[config.mk]
export PLATFORM = sky130hd
export DESIGN_NAME = wplm_ctrl
export DESIGN_NICKNAME = d
export VERILOG_FILES = /design/src/rtl/wplm_pkg.sv /design/src/rtl/wplm_ctrl.sv
export SDC_FILE = /design/constraint.sdc
export NUM_CORES = 1
export LEC_CHECK = 0
export BUFFER_PORTS_ARGS = -buffer_cell sky130_fd_sc_hd__buf_2
export CORE_AREA = 2 2 39 41
export DETAILED_ROUTE_END_ITERATION = 16
export DIE_AREA = 0 0 41 43
export PLACE_DENSITY_LB_ADDON = 0.3
export SYNTH_ARGS = -nofsm -noshare
export SYNTH_HDL_FRONTEND = slang
export SYNTH_SLANG_ARGS = --single-unit
[constraint.sdc]
create_clock -name clock -period 1.2 [get_ports clock]
set_clock_uncertainty 0.2 [all_clocks]
set_input_delay 0.06 -clock clock [delete_from_list [all_inputs] [get_ports clock]]
set_output_delay 0.06 -clock clock [all_outputs]
set_load 0.01 [all_outputs]
[src/rtl/wplm_pkg.sv]
// ============================================================================
// wplm_pkg: shared types and constants for the windowed peak level meter
// Request codes, controller states and the controller/datapath command bus.
// ============================================================================
`default_nettype none
package wplm_pkg;

   typedef enum logic [1:0] {
      REQ_SAMPLE = 2'd0,
      REQ_QUERY  = 2'd1,
      REQ_CLEAR  = 2'd2,
      REQ_NONE   = 2'd3
   } req_code_type;

   typedef enum logic [3:0] {
      ST_CLEAR,
      ST_IDLE,
      ST_SAMPLE_RD,
      ST_SAMPLE_WR,
      ST_SCAN_RD,
      ST_SCAN_ACC,
      ST_SCAN_DONE,
      ST_OUT
   } state_type;

   localparam logic [1:0] CSR_NUM_CHANNELS  = 2'd0;
   localparam logic [1:0] CSR_SAMPLE_BITS   = 2'd1;
   localparam logic [1:0] CSR_WINDOW_FRAMES = 2'd2;

   // Controller to datapath commands
   typedef struct packed {
      logic clear_init;   // start clearing sweep
      logic clear_step;   // write zero at clear pointer and advance
      logic latch_req;    // capture the accepted request
      logic smp_read;     // read ring at sample slot
      logic smp_write;    // write sample, update levels and pointers
      logic scan_init;    // start rescan of latched channel
      logic scan_read;    // read ring at scan pointer
      logic scan_acc;     // fold read value into scan max/min
      logic scan_store;   // commit scan result to level registers
      logic peak_load;    // capture peak of the queried channel
      logic out_load;     // load output register
   } cmd_type;

   // Datapath to controller status
   typedef struct packed {
      logic clear_last;
      logic scan_last;
      logic ch_unused;
      logic ch_stale;
   } status_type;

endpackage
`default_nettype wire

[src/rtl/wplm_ctrl.sv]
// ============================================================================
// wplm_ctrl: sequencer of the peak level meter
// Steps clear sweep, sample read-modify-write, rescan and level output.
// ============================================================================
`default_nettype none
module wplm_ctrl
   import wplm_pkg::*;
(
   input  wire logic        clock,
   input  wire logic        reset,
   input  wire logic        req_valid,
   input  wire logic [1:0]  req_type,
   output logic             req_ready,
   output logic             rsp_valid,
   input  wire logic        rsp_ready,
   input  wire status_type  status,
   output cmd_type          cmd
);

   state_type state_ff, state_in;
   logic      busy;

   always_ff @(posedge clock) begin
      if (reset) begin
         state_ff <= ST_CLEAR;
      end else begin
         state_ff <= state_in;
      end
   end

   // The output register may still hold a result while a new item is taken.
   logic out_full_ff, out_full_in;
   always_ff @(posedge clock) begin
      if (reset) begin
         out_full_ff <= 1'b0;
      end else begin
         out_full_ff <= out_full_in;
      end
   end
   assign rsp_valid = out_full_ff;
   assign busy = 1'b0;

   always_comb begin
      state_in = state_ff;
      cmd = '0;
      req_ready = 1'b0;
      out_full_in = out_full_ff & ~rsp_ready;
      unique case (state_ff)
         ST_CLEAR: begin
            cmd.clear_step = 1'b1;
            if (status.clear_last) state_in = ST_IDLE;
         end
         ST_IDLE: begin
            req_ready = ~busy;
            if (req_valid) begin
               cmd.latch_req = 1'b1;
               unique case (req_code_type'(req_type))
                  REQ_SAMPLE: state_in = ST_SAMPLE_RD;
                  REQ_QUERY:  state_in = ST_SCAN_DONE;
                  REQ_CLEAR: begin
                     cmd.clear_init = 1'b1;
                     state_in = ST_CLEAR;
                  end
                  default: state_in = ST_IDLE;
               endcase
            end
         end
         ST_SAMPLE_RD: begin
            cmd.smp_read = 1'b1;
            state_in = ST_SAMPLE_WR;
         end
         ST_SAMPLE_WR: begin
            cmd.smp_write = 1'b1;
            state_in = ST_IDLE;
         end
         ST_SCAN_DONE: begin
            // entry point of a query: decide on rescan
            if (!status.ch_unused && status.ch_stale) begin
               cmd.scan_init = 1'b1;
               state_in = ST_SCAN_RD;
            end else begin
               cmd.peak_load = 1'b1;
               state_in = ST_OUT;
            end
         end
         ST_SCAN_RD: begin
            cmd.scan_read = 1'b1;
            state_in = ST_SCAN_ACC;
         end
         ST_SCAN_ACC: begin
            cmd.scan_acc = 1'b1;
            if (status.scan_last) begin
               cmd.scan_store = 1'b1;
               state_in = ST_SCAN_DONE;
            end else begin
               state_in = ST_SCAN_RD;
            end
         end
         ST_OUT: begin
            if (!out_full_ff || rsp_ready) begin
               cmd.out_load = 1'b1;
               out_full_in = 1'b1;
               state_in = ST_IDLE;
            end
         end
         default: state_in = ST_IDLE;
      endcase
   end

   a_ready_idle: assert property (@(posedge clock) disable iff (reset)
      req_ready |-> state_ff == ST_IDLE)
      else $error("ready outside idle");
   a_out_from_query: assert property (@(posedge clock) disable iff (reset)
      state_ff == ST_OUT |->
         $past(state_ff) == ST_SCAN_DONE || $past(state_ff) == ST_OUT)
      else $error("output without query");
   a_load_free: assert property (@(posedge clock) disable iff (reset)
      cmd.out_load |-> !out_full_ff || rsp_ready)
      else $error("output overwritten");

endmodule
`default_nettype wire

Word-level counts from Yosys, hierarchy flattened
Cells that the tools add are included.
{ "classes": {"muxes": 27, "bitwise": 2, "reduce_logical": 7, "eq_ne": 12} }
{ "op_table": {"columns": ["cell", "count"], "rows": [
  ["$pmux W4 S7", 1],
  ["$mux W1", 19],
  ["$eq A4 B3 Y1 const B", 4],
  ["$mux W4", 3],
  ["$pmux W3 S3", 1],
  ["$eq A4 B2 Y1 const B", 2],
  ["$mux W2", 3],
  ["$ne A2 B2 Y1 const B", 3],
  ["$eq A4 B1 Y1 const B", 1],
  ["$logic_not A4 Y1", 1],
  ["$reduce_and A3 Y1", 1],
  ["$eq A2 B1 Y1 const B", 1],
  ["$eq A2 B2 Y1 const B", 1],
  ["$logic_not A1 Y1", 2],
  ["$logic_not A2 Y1", 1],
  ["$and A1 B1 Y1", 1],
  ["$logic_and A1 B1 Y1", 1],
  ["$logic_or A1 B1 Y1", 1],
  ["$not A1 Y1", 1]
]} }
{ "totals": {"out_inout_bits": 13, "elab_cells": 50, "regBits": 5} }

Depth between registers and ports, before layout
Gate-level depths: netlist (run 1).
{ "logic_depth": {"word_depth": 4, "ltp_mapped": 4, "ltp_nobuf": 3} }

Worst setup path before layout (run 1)
No wires, ideal clock.
{ "synth_path": {"path_kind": "flip-flop to output port", "startpoint": "reg state_ff[2]", "endpoint": "out cmd[10] (netlist name)", "arrival_ps": 1090, "slack_ps": -150, "path_stages_with_launch": 5, "path_cell_list": "dfxtp_1 buf_6 nor3b_2 and2_1 and3b_1"} }
{ "synth_lines": {"columns": ["item", "line", "text"], "rows": [
  ["from (decl)", "wplm_ctrl.sv:20", "state_type state_ff, state_in;"],
  ["from (signal assigned)", "wplm_ctrl.sv:27", "state_ff <= state_in;"],
  ["to (decl)", "wplm_ctrl.sv:17", "output cmd_type cmd"]
]} }

==> run_results.csv, run 1 <==
group,metric,value,unit
yosys,synth_most_common_cell,"dfxtp_1",
setup_path,cp_slowest_cell,"dfxtp_2",
setup_path,path_class,"reg -> out",
yosys,mappedNetlistArea,360,µm²
finish,antenna-diode-count,0,
setup_path,reg2reg_from,"state_ff[2]$_SDFFE_PP0P_",
hold_path,whs_endpoint,"state_ff[1]$_SDFFE_PP0P_",
global_route,grt_pass1_wl,1.46,mm
finish,drive_gt1_frac,0.694,
timing,fin_crit,1.56,ns
clocking,cts-buffers-inserted,3,
global_route,grt_pass1_vias,381,
floorplan,die_w,41,µm
clocking,clockRootBuffer,"clkbuf_4",
floorplan,dieHeight,43,µm
placed_design,port_buffers,22,
yosys,syn_nets,57,
yosys,ys_top_cells_by_count,"4 x dfxtp_1, 3 x and2_1, 3 x buf_2, 3 x nor2_1, 3 x nor3b_1",
timing,max_clock_freq,642,MHz
power_and_ir_drop,combPwrFrac,0.507,
power_and_ir_drop,swShare,0.332,
yosys,synthTopCellsByArea,"dfxtp_1 22%, nor3b_2 6.9%, nor3b_1 6.3%",
placed_design,place_ws,-0.142,ns
placed_design,post-dp-hpwl,759,µm
yosys,synth_ff_type,"dfxtp_1",
clocking,cts_tree,"yes",
yosys,synth_enable_flop_cells,0,
timing,finalHoldViolations,0,
run_status,failed_checks,"negative setup slack",
route,drc,0,
setup_path,r2r_cells,7,
setup_path,crit_fanout,6,
global_route,grt_max_degree,11,
route,final_antenna_net_count,0,
floorplan,dieArea,1760,µm²
hold_path,min_path_type,"in -> reg",
setup_path,critPathRequiredTime,0.94,ns
yosys,ys_seq_area_frac,0.222,
yosys,syn_avg_cell_area,7.67,µm²
floorplan,initial_core_util,0.260,
yosys,yosys_warnings,0,
clocking,htreeDepth,1,
yosys,ys_seq_elements,4,
route,via_count,479,
setup_path,cpPeakStageDelay,0.32,ns
setup_path,cpLargestDelayFamily,"buffers and inverters",
power_and_ir_drop,clockPowerShare,0.253,
floorplan,core,1380,µm²
run_status,status,"finished, violations left",
power_and_ir_drop,p_switching,0.000233,W
timing,post-route-period-util,1.30,
yosys,yosysTopAreaCellShare,0.222,
run,drv_cap,0,
timing,slew_viol_final,0,
yosys,synthCells,47,
timing,setup_viol,15,
setup_path,rrSetupSlack,-0.27,ns
yosys,yosysUniqueCellTypes,27,
setup_path,rr_endpoint,"state_ff[1]$_SDFFE_PP0P_",
timing,max_slew_margin,0.863,
setup_path,critPathCaptureType,"output port",
power_and_ir_drop,p_per_area,972,nW/µm²
timing,fin_ws,-0.358,ns
floorplan,rows,14,
global_route,overflow,0,
setup_path,worstPathCellList,"buf_6 > buf_4 > buf_8 > buf_6 > and3_4 > buf_6",
setup_path,worst_path_most_repeated_cell,"buf_6",
route,wl_per_cell,11.7,µm
finish,fin_nets,97,
setup_path,cp-start-kind,"flip-flop",
yosys,async_flop_share,0,
route,dr.pass1.iters,4,
power_and_ir_drop,pwr-share-seq,0.241,
hold_path,hp-start,"status[0]",
timing,tns,-3.55,ns
timing,worst_pin_slew,0.205,ns
route,drt_iter0_markers,8,
hold_path,hold_depth,4,
power_and_ir_drop,p_int,0.000469,W
floorplan,io_pins,23,
route,drt_wl_total,1.19,mm
power_and_ir_drop,power,0.000702,W
clocking,cts_buffer_depth,2,
power_and_ir_drop,ir_drop,0.362,mV
finish,syn_to_final_growth,100,%
finish,final_cells,101,
global_route,antenna_found_initial,0,
clocking,cts_sinks,4,
placed_design,place_congestion,0.791,
setup_path,arrival,1.30,ns
global_route,grtUsageTotal,0.120,
timing,finalHoldWorstSlack,0.0312,ns
yosys,synth_largest_area_cell,"dfxtp_1",
placed_design,dp.cells,89,
route,vias_per_cell,4.74,
power_and_ir_drop,p_leak,0.357,nW
clocking,clk_latency,0.24,ns
clocking,clk_pin_slew_worst_paths,0.04,ns
setup_path,crit_buf_inv,5,
timing,rsz0062_at_grt,"yes",
-- layout make-up --
cell class / count / area (µm²)
Timing Repair Buffer: 39 / 269
Tap cell: 16 / 20.0
Multi-Input combinational cell: 37 / 317
Inverter: 2 / 7.51
Fill cell: 130 / 662
Sequential cell: 4 / 86.3
Clock buffer: 3 / 22.5
-- power by group through the flow --
stage	logic [W]	clock network, W	registers, W
2_1_floorplan	0.000152	0	0.000158
3_3_place_gp	0.000237	0	0.000165
3_5_place_dp	0.000238	0	0.000165
4_1_cts	0.000278	0.000181	0.000168
5_1_grt	0.000384	0.000192	0.000171
6_report	0.000356	0.000177	0.000169
-- registers in the layout, summed over array words and instances (netlist names) --
name / cells
rsp_valid: 1
state_ff: 3
-- routing by layer --
| metal | part of all wire | vias to the layer above | wire [µm] | GRT usage |
|---|---|---|---|---|
| li1 | - | 248 | - | - |
| met1 | 0.43 | 214 | 509 | 0.158 |
| met2 | 0.52 | 17 | 614 | 0.175 |
| met3 | 0.051 | 0 | 60 | 0.0157 |
| met4 | 0 | 0 | 0 | 0.0800 |
| met5 | 0 | - | 0 | 0 |
-- layout by cell type, fill, tap and decap left out, drive strengths merged --
cell	instances
a211oi	1
a21oi	2
a31oi	2
and2	3
and2b	1
and3	1
and3b	1
and4b	2
buf	38
clkbuf	3
dfxtp	4
dlygate4sd3	1
inv	2
nand2	1
nand2b	1
nand3	2
nand3b	2
nand4	1
nor2	3
nor2b	2
nor3	2
nor3b	5
o21ai	2
o21bai	1
o32ai	1
or2	1
-- worst max-delay path by stage --
stage | start | to | slack [ns] | cells past startpoint
final | state_ff[2]$_SDFFE_PP0P_ | cmd[2] | -0.36 | 6
after global routing | state_ff[2]$_SDFFE_PP0P_ | cmd[10] | -0.42 | 5
after CTS | state_ff[2]$_SDFFE_PP0P_ | cmd[10] | -0.34 | 5
after detailed placement | state_ff[2]$_SDFFE_PP0P_ | cmd[10] | -0.14 | 5
after global placement | state_ff[2]$_SDFFE_PP0P_ | cmd[10] | -0.11 | 5
after floorplan | state_ff[2]$_SDFFE_PP0P_ | cmd[10] | -0.09 | 4
-- stage by stage --
stage	cell area [µm²]	util
3_5_place_dp	533	0.385
3_3_place_gp	533	0.385
2_1_floorplan	369	-
4_1_cts	623	0.450
6_report	722	0.522
5_1_grt	722	0.522
-- kinds of logic after synthesis --
| family | synth area share |
|---|---|
| AOI/OAI and AO/OA | 0.156 |
| buffers and inverters | 0.0937 |
| DFF | 0.222 |
| and+or+nand+nor | 0.528 |
-- worst register-to-register path, delay by kind of cell (launching register included) --
kind	cells	cell delay (ns)
flops	1	0.32
compound gates	2	0.21
buf+inv	4	0.49
simple gates	1	0.13
-- what timing repair did --
item	CTS	global route
endpoints found under the hold margin	4	0
gates resized for setup	10	16
setup buffers	3	7
setup endpoints to repair	15	15
hold buffers	1	0
pin swaps	4	6
Note: power is estimated with default switching activity, not from simulation.
==> run 2, diff against run 1 <==
--- a/config.mk
+++ b/config.mk
@@ -5,6 +5,7 @@
 export SDC_FILE = /design/constraint.sdc
 export NUM_CORES = 1
 export LEC_CHECK = 0
+export ABC_AREA = 1
 export BUFFER_PORTS_ARGS = -buffer_cell sky130_fd_sc_hd__buf_2
 export CORE_AREA = 2 2 39 41
 export DETAILED_ROUTE_END_ITERATION = 16
==> run 2 against run 1 <==
Clock-buffer cell count did not move. The run ends with negative hold slack, negative setup slack left. Power rose by 0.41%. Non-clock buffer count fell by 4. First-iteration DRC count fell by 38%. Die area did not move. Final area rose by 0.17%. Fmax rose by 11%. Critical path depth fell by 2. Sequential share of layout area rose by 0.33 points. Critical endpoint is now cmd[10]. Core utilization rose by 0.090 points. Synthesized cell count rose by 28%.
==> run_results.csv, run 2 <==
group,metric,value,unit
setup_path,r2r_cells,7,
timing,fin_crit,1.41,ns
placed_design,port_buffers,22,
finish,top_register,"state_ff",
yosys,synth_compound_gate_area_share,0.126,
timing,fin_ws,-0.208,ns
yosys,yosys.area_share.simple,0.503,
setup_path,critPathRequiredTime,0.94,ns
yosys,synth_top_family_by_area,"simple AND/OR/NAND/NOR gates",
timing,slew_viol_final,0,
yosys,ys_seq_elements,4,
finish,fillCellCount,143,
yosys,yosysTopAreaCellShare,0.218,
clocking,clockRootBuffer,"clkbuf_4",
clocking,cts-hold-fix-buffers,1,
finish,drive_gt1_frac,0.639,
floorplan,dieHeight,43,µm
floorplan,rows,14,
yosys,syn_nets,70,
floorplan,die_w,41,µm
run_status,status,"finished, violations left",
route,vias_per_cell,4.40,
power_and_ir_drop,ir_drop,0.415,mV
timing,post-route-period-util,1.17,
route,drc,0,
setup_path,critPathCaptureType,"output port",
yosys,yosys_warnings,0,
yosys,synth_enable_flop_cells,0,
clocking,clk_latency,0.25,ns
timing,finalHoldViolations,1,
setup_path,critPathLaunch,"state_ff[1]$_SDFFE_PP0P_",
placed_design,post-dp-hpwl,759,µm
route,wl_per_cell,10.2,µm
floorplan,core,1380,µm²
global_route,overflow,0,
run,drv_cap,0,
power_and_ir_drop,p_leak,0.370,nW
yosys,synth_fa_ha_area_frac,0,
yosys,yosysUniqueCellTypes,20,
global_route,grt-busiest-layer,"met2",
yosys,synthTopCellsByArea,"dfxtp_1 22%, nand2_1 11%, inv_1 9.2%",
yosys,ys_top_cells_by_count,"11 x nand2_1, 9 x inv_1, 8 x nor2_1",
setup_path,rr_endpoint,"state_ff[0]$_SDFFE_PP0P_",
global_route,gr-usage-met1,0.164,
timing,worst_pin_slew,0.233,ns
route,dr.pass1.iters,2,
setup_path,path_class,"reg -> out",
floorplan,initial_core_util,0.266,
setup_path,crit_fanout,5,
clocking,htreeDepth,1,
hold_path,hp-start,"rsp_ready",
floorplan,dieArea,1760,µm²
global_route,grt_util_met3,0.0209,
yosys,synth_ff_type,"dfxtp_1",
yosys,async_flop_share,0,
timing,tns,-2.04,ns
hold_path,whs_endpoint,"rsp_valid$_SDFF_PP0_",
floorplan,io_pins,23,
timing,finalHoldWorstSlack,-0.102,ns
yosys,synthCells,60,
global_route,grt_max_degree,9,
power_and_ir_drop,p_per_area,974,nW/µm²
timing,rsz0062_at_grt,"yes",
global_route,grtUsageTotal,0.150,
hold_path,min_path_type,"in -> reg",
route,via_count,497,
power_and_ir_drop,power,0.000704,W
clocking,clk_pin_slew_worst_paths,0.04,ns
finish,design_area,723,µm²
placed_design,place_ws,-0.0652,ns
yosys,mappedNetlistArea,368,µm²
yosys,ys_seq_area_frac,0.218,
timing,max_slew_margin,0.843,
yosys,synth_largest_area_cell,"dfxtp_1",
finish,final_common_cell,"buf_2",
setup_path,arrival,1.15,ns
yosys,yosys.area_share.xor_xnor,0,
clocking,cts_sinks,4,
finish,layout_common_cells,"21 x buf_2, 8 x nand2_1, 8 x inv_1",
finish,fin_nets,109,
route,final_antenna_net_count,0,
finish,antenna-diode-count,0,
route,drt_wl_total,1.15,mm
yosys,syn_avg_cell_area,6.13,µm²
setup_path,rrSetupSlack,-0.12,ns
clocking,cts_tree,"yes",
global_route,grt_pass1_vias,453,
global_route,grt_pass1_wl,1.77,mm
route,drt_iter0_markers,5,
clocking,cts-buffers-inserted,3,
global_route,met2_usage,0.238,
placed_design,dpl_cell_area,563,µm²
yosys,synthMuxAreaShare,0,
run_status,failed_checks,"negative hold slack, negative setup slack",
timing,max_clock_freq,710,MHz
setup_path,cp-start-kind,"flip-flop",
finish,syn_to_final_growth,96.6,%
clocking,cts_buffer_depth,2,
hold_path,hold_depth,4,
setup_path,reg2reg_from,"state_ff[1]$_SDFFE_PP0P_",
global_route,antenna_found_initial,0,
finish,largest_reg_flops,3,
finish,fin_util,0.523,
yosys,synth_most_common_cell,"nand2_1",
timing,setup_viol,15,
placed_design,place_congestion,0.809,
==> run 2: cell types whose count changed in the layout (fill, tap and decap cells not counted), sizes merged, moves of 2 or more <==
cell	delta
and4b	-2
nor2	+9
nor2b	-2
buf	-4
nand2	+13
a31oi	-2
a21oi	+4
and2	-3
inv	+10
nand3	+2
nor3b	-5
==> run 2: final cells by class <==
class | count | area [µm²] | share of cell area
clock buffers | 3 | 22.5 | 0.0311
well taps | 16 | 20.0 | 0.0277
repair buffers | 35 | 248 | 0.343
multi-input cells | 43 | 289 | 0.400
flip-flops and latches | 4 | 88.8 | 0.123
inverters | 12 | 55.1 | 0.0761
==> run 2: what timing repair did <==
item	CTS	global route
endpoints found under the setup margin	15	15
gates resized for setup	20	6
hold endpoints to repair	4	1
pin swaps	6	2
setup buffers	5	0
==> run 2: metal layers <==
metal	share of wire	vias up
li1	-	265
met5	0	-
met1	0.40	214
met3	0.041	4
met4	0.042	0
met2	0.51	14
==> run 2: worst max path at each step <==
| stage | endpoint | slack (ns) | cells past startpoint |
|---|---|---|---|
| after detailed placement | state_ff[1]$_SDFFE_PP0P_ | -0.07 | 6 |
| after CTS | cmd[1] | -0.16 | 5 |
| final | cmd[10] | -0.21 | 4 |
| after floorplan | state_ff[0]$_SDFFE_PP0P_ | 0.03 | 7 |
| after global routing | cmd[1] | -0.28 | 5 |
| after global placement | state_ff[1]$_SDFFE_PP0P_ | -0.06 | 6 |
==> run 2: logic make-up after synthesis <==
family | after synthesis
buffers and inverters | 13
AOI/OAI and AO/OA | 8
DFF | 4
and+or+nand+nor | 35
==> run 2: critical path: stages, from the launching register on <==
cell and delay, ns:
dfxtp_4 0.37, nor2_4 0.14, nand2_4 0.08, nor4_2 0.13, buf_2 0.17
==> run 2: where the power goes <==
group          leakage, nW  internal (W)  total (W)  switching, W
combinational        0.322      0.000191   0.000363      0.000172
clock               0.0138      0.000112   0.000176     0.0000636
sequential          0.0344      0.000145   0.000165     0.0000205
==> run 2: through the flow <==
| step | hold WS, ns | std cells |
|---|---|---|
| floorplan | -0.0783 | 60 |
| global placement | 0.0694 | 104 |
| detailed placement | 0.0694 | 104 |
| CTS | -0.101 | 113 |
| global route | -0.0810 | 113 |
| finish | -0.102 | 113 |
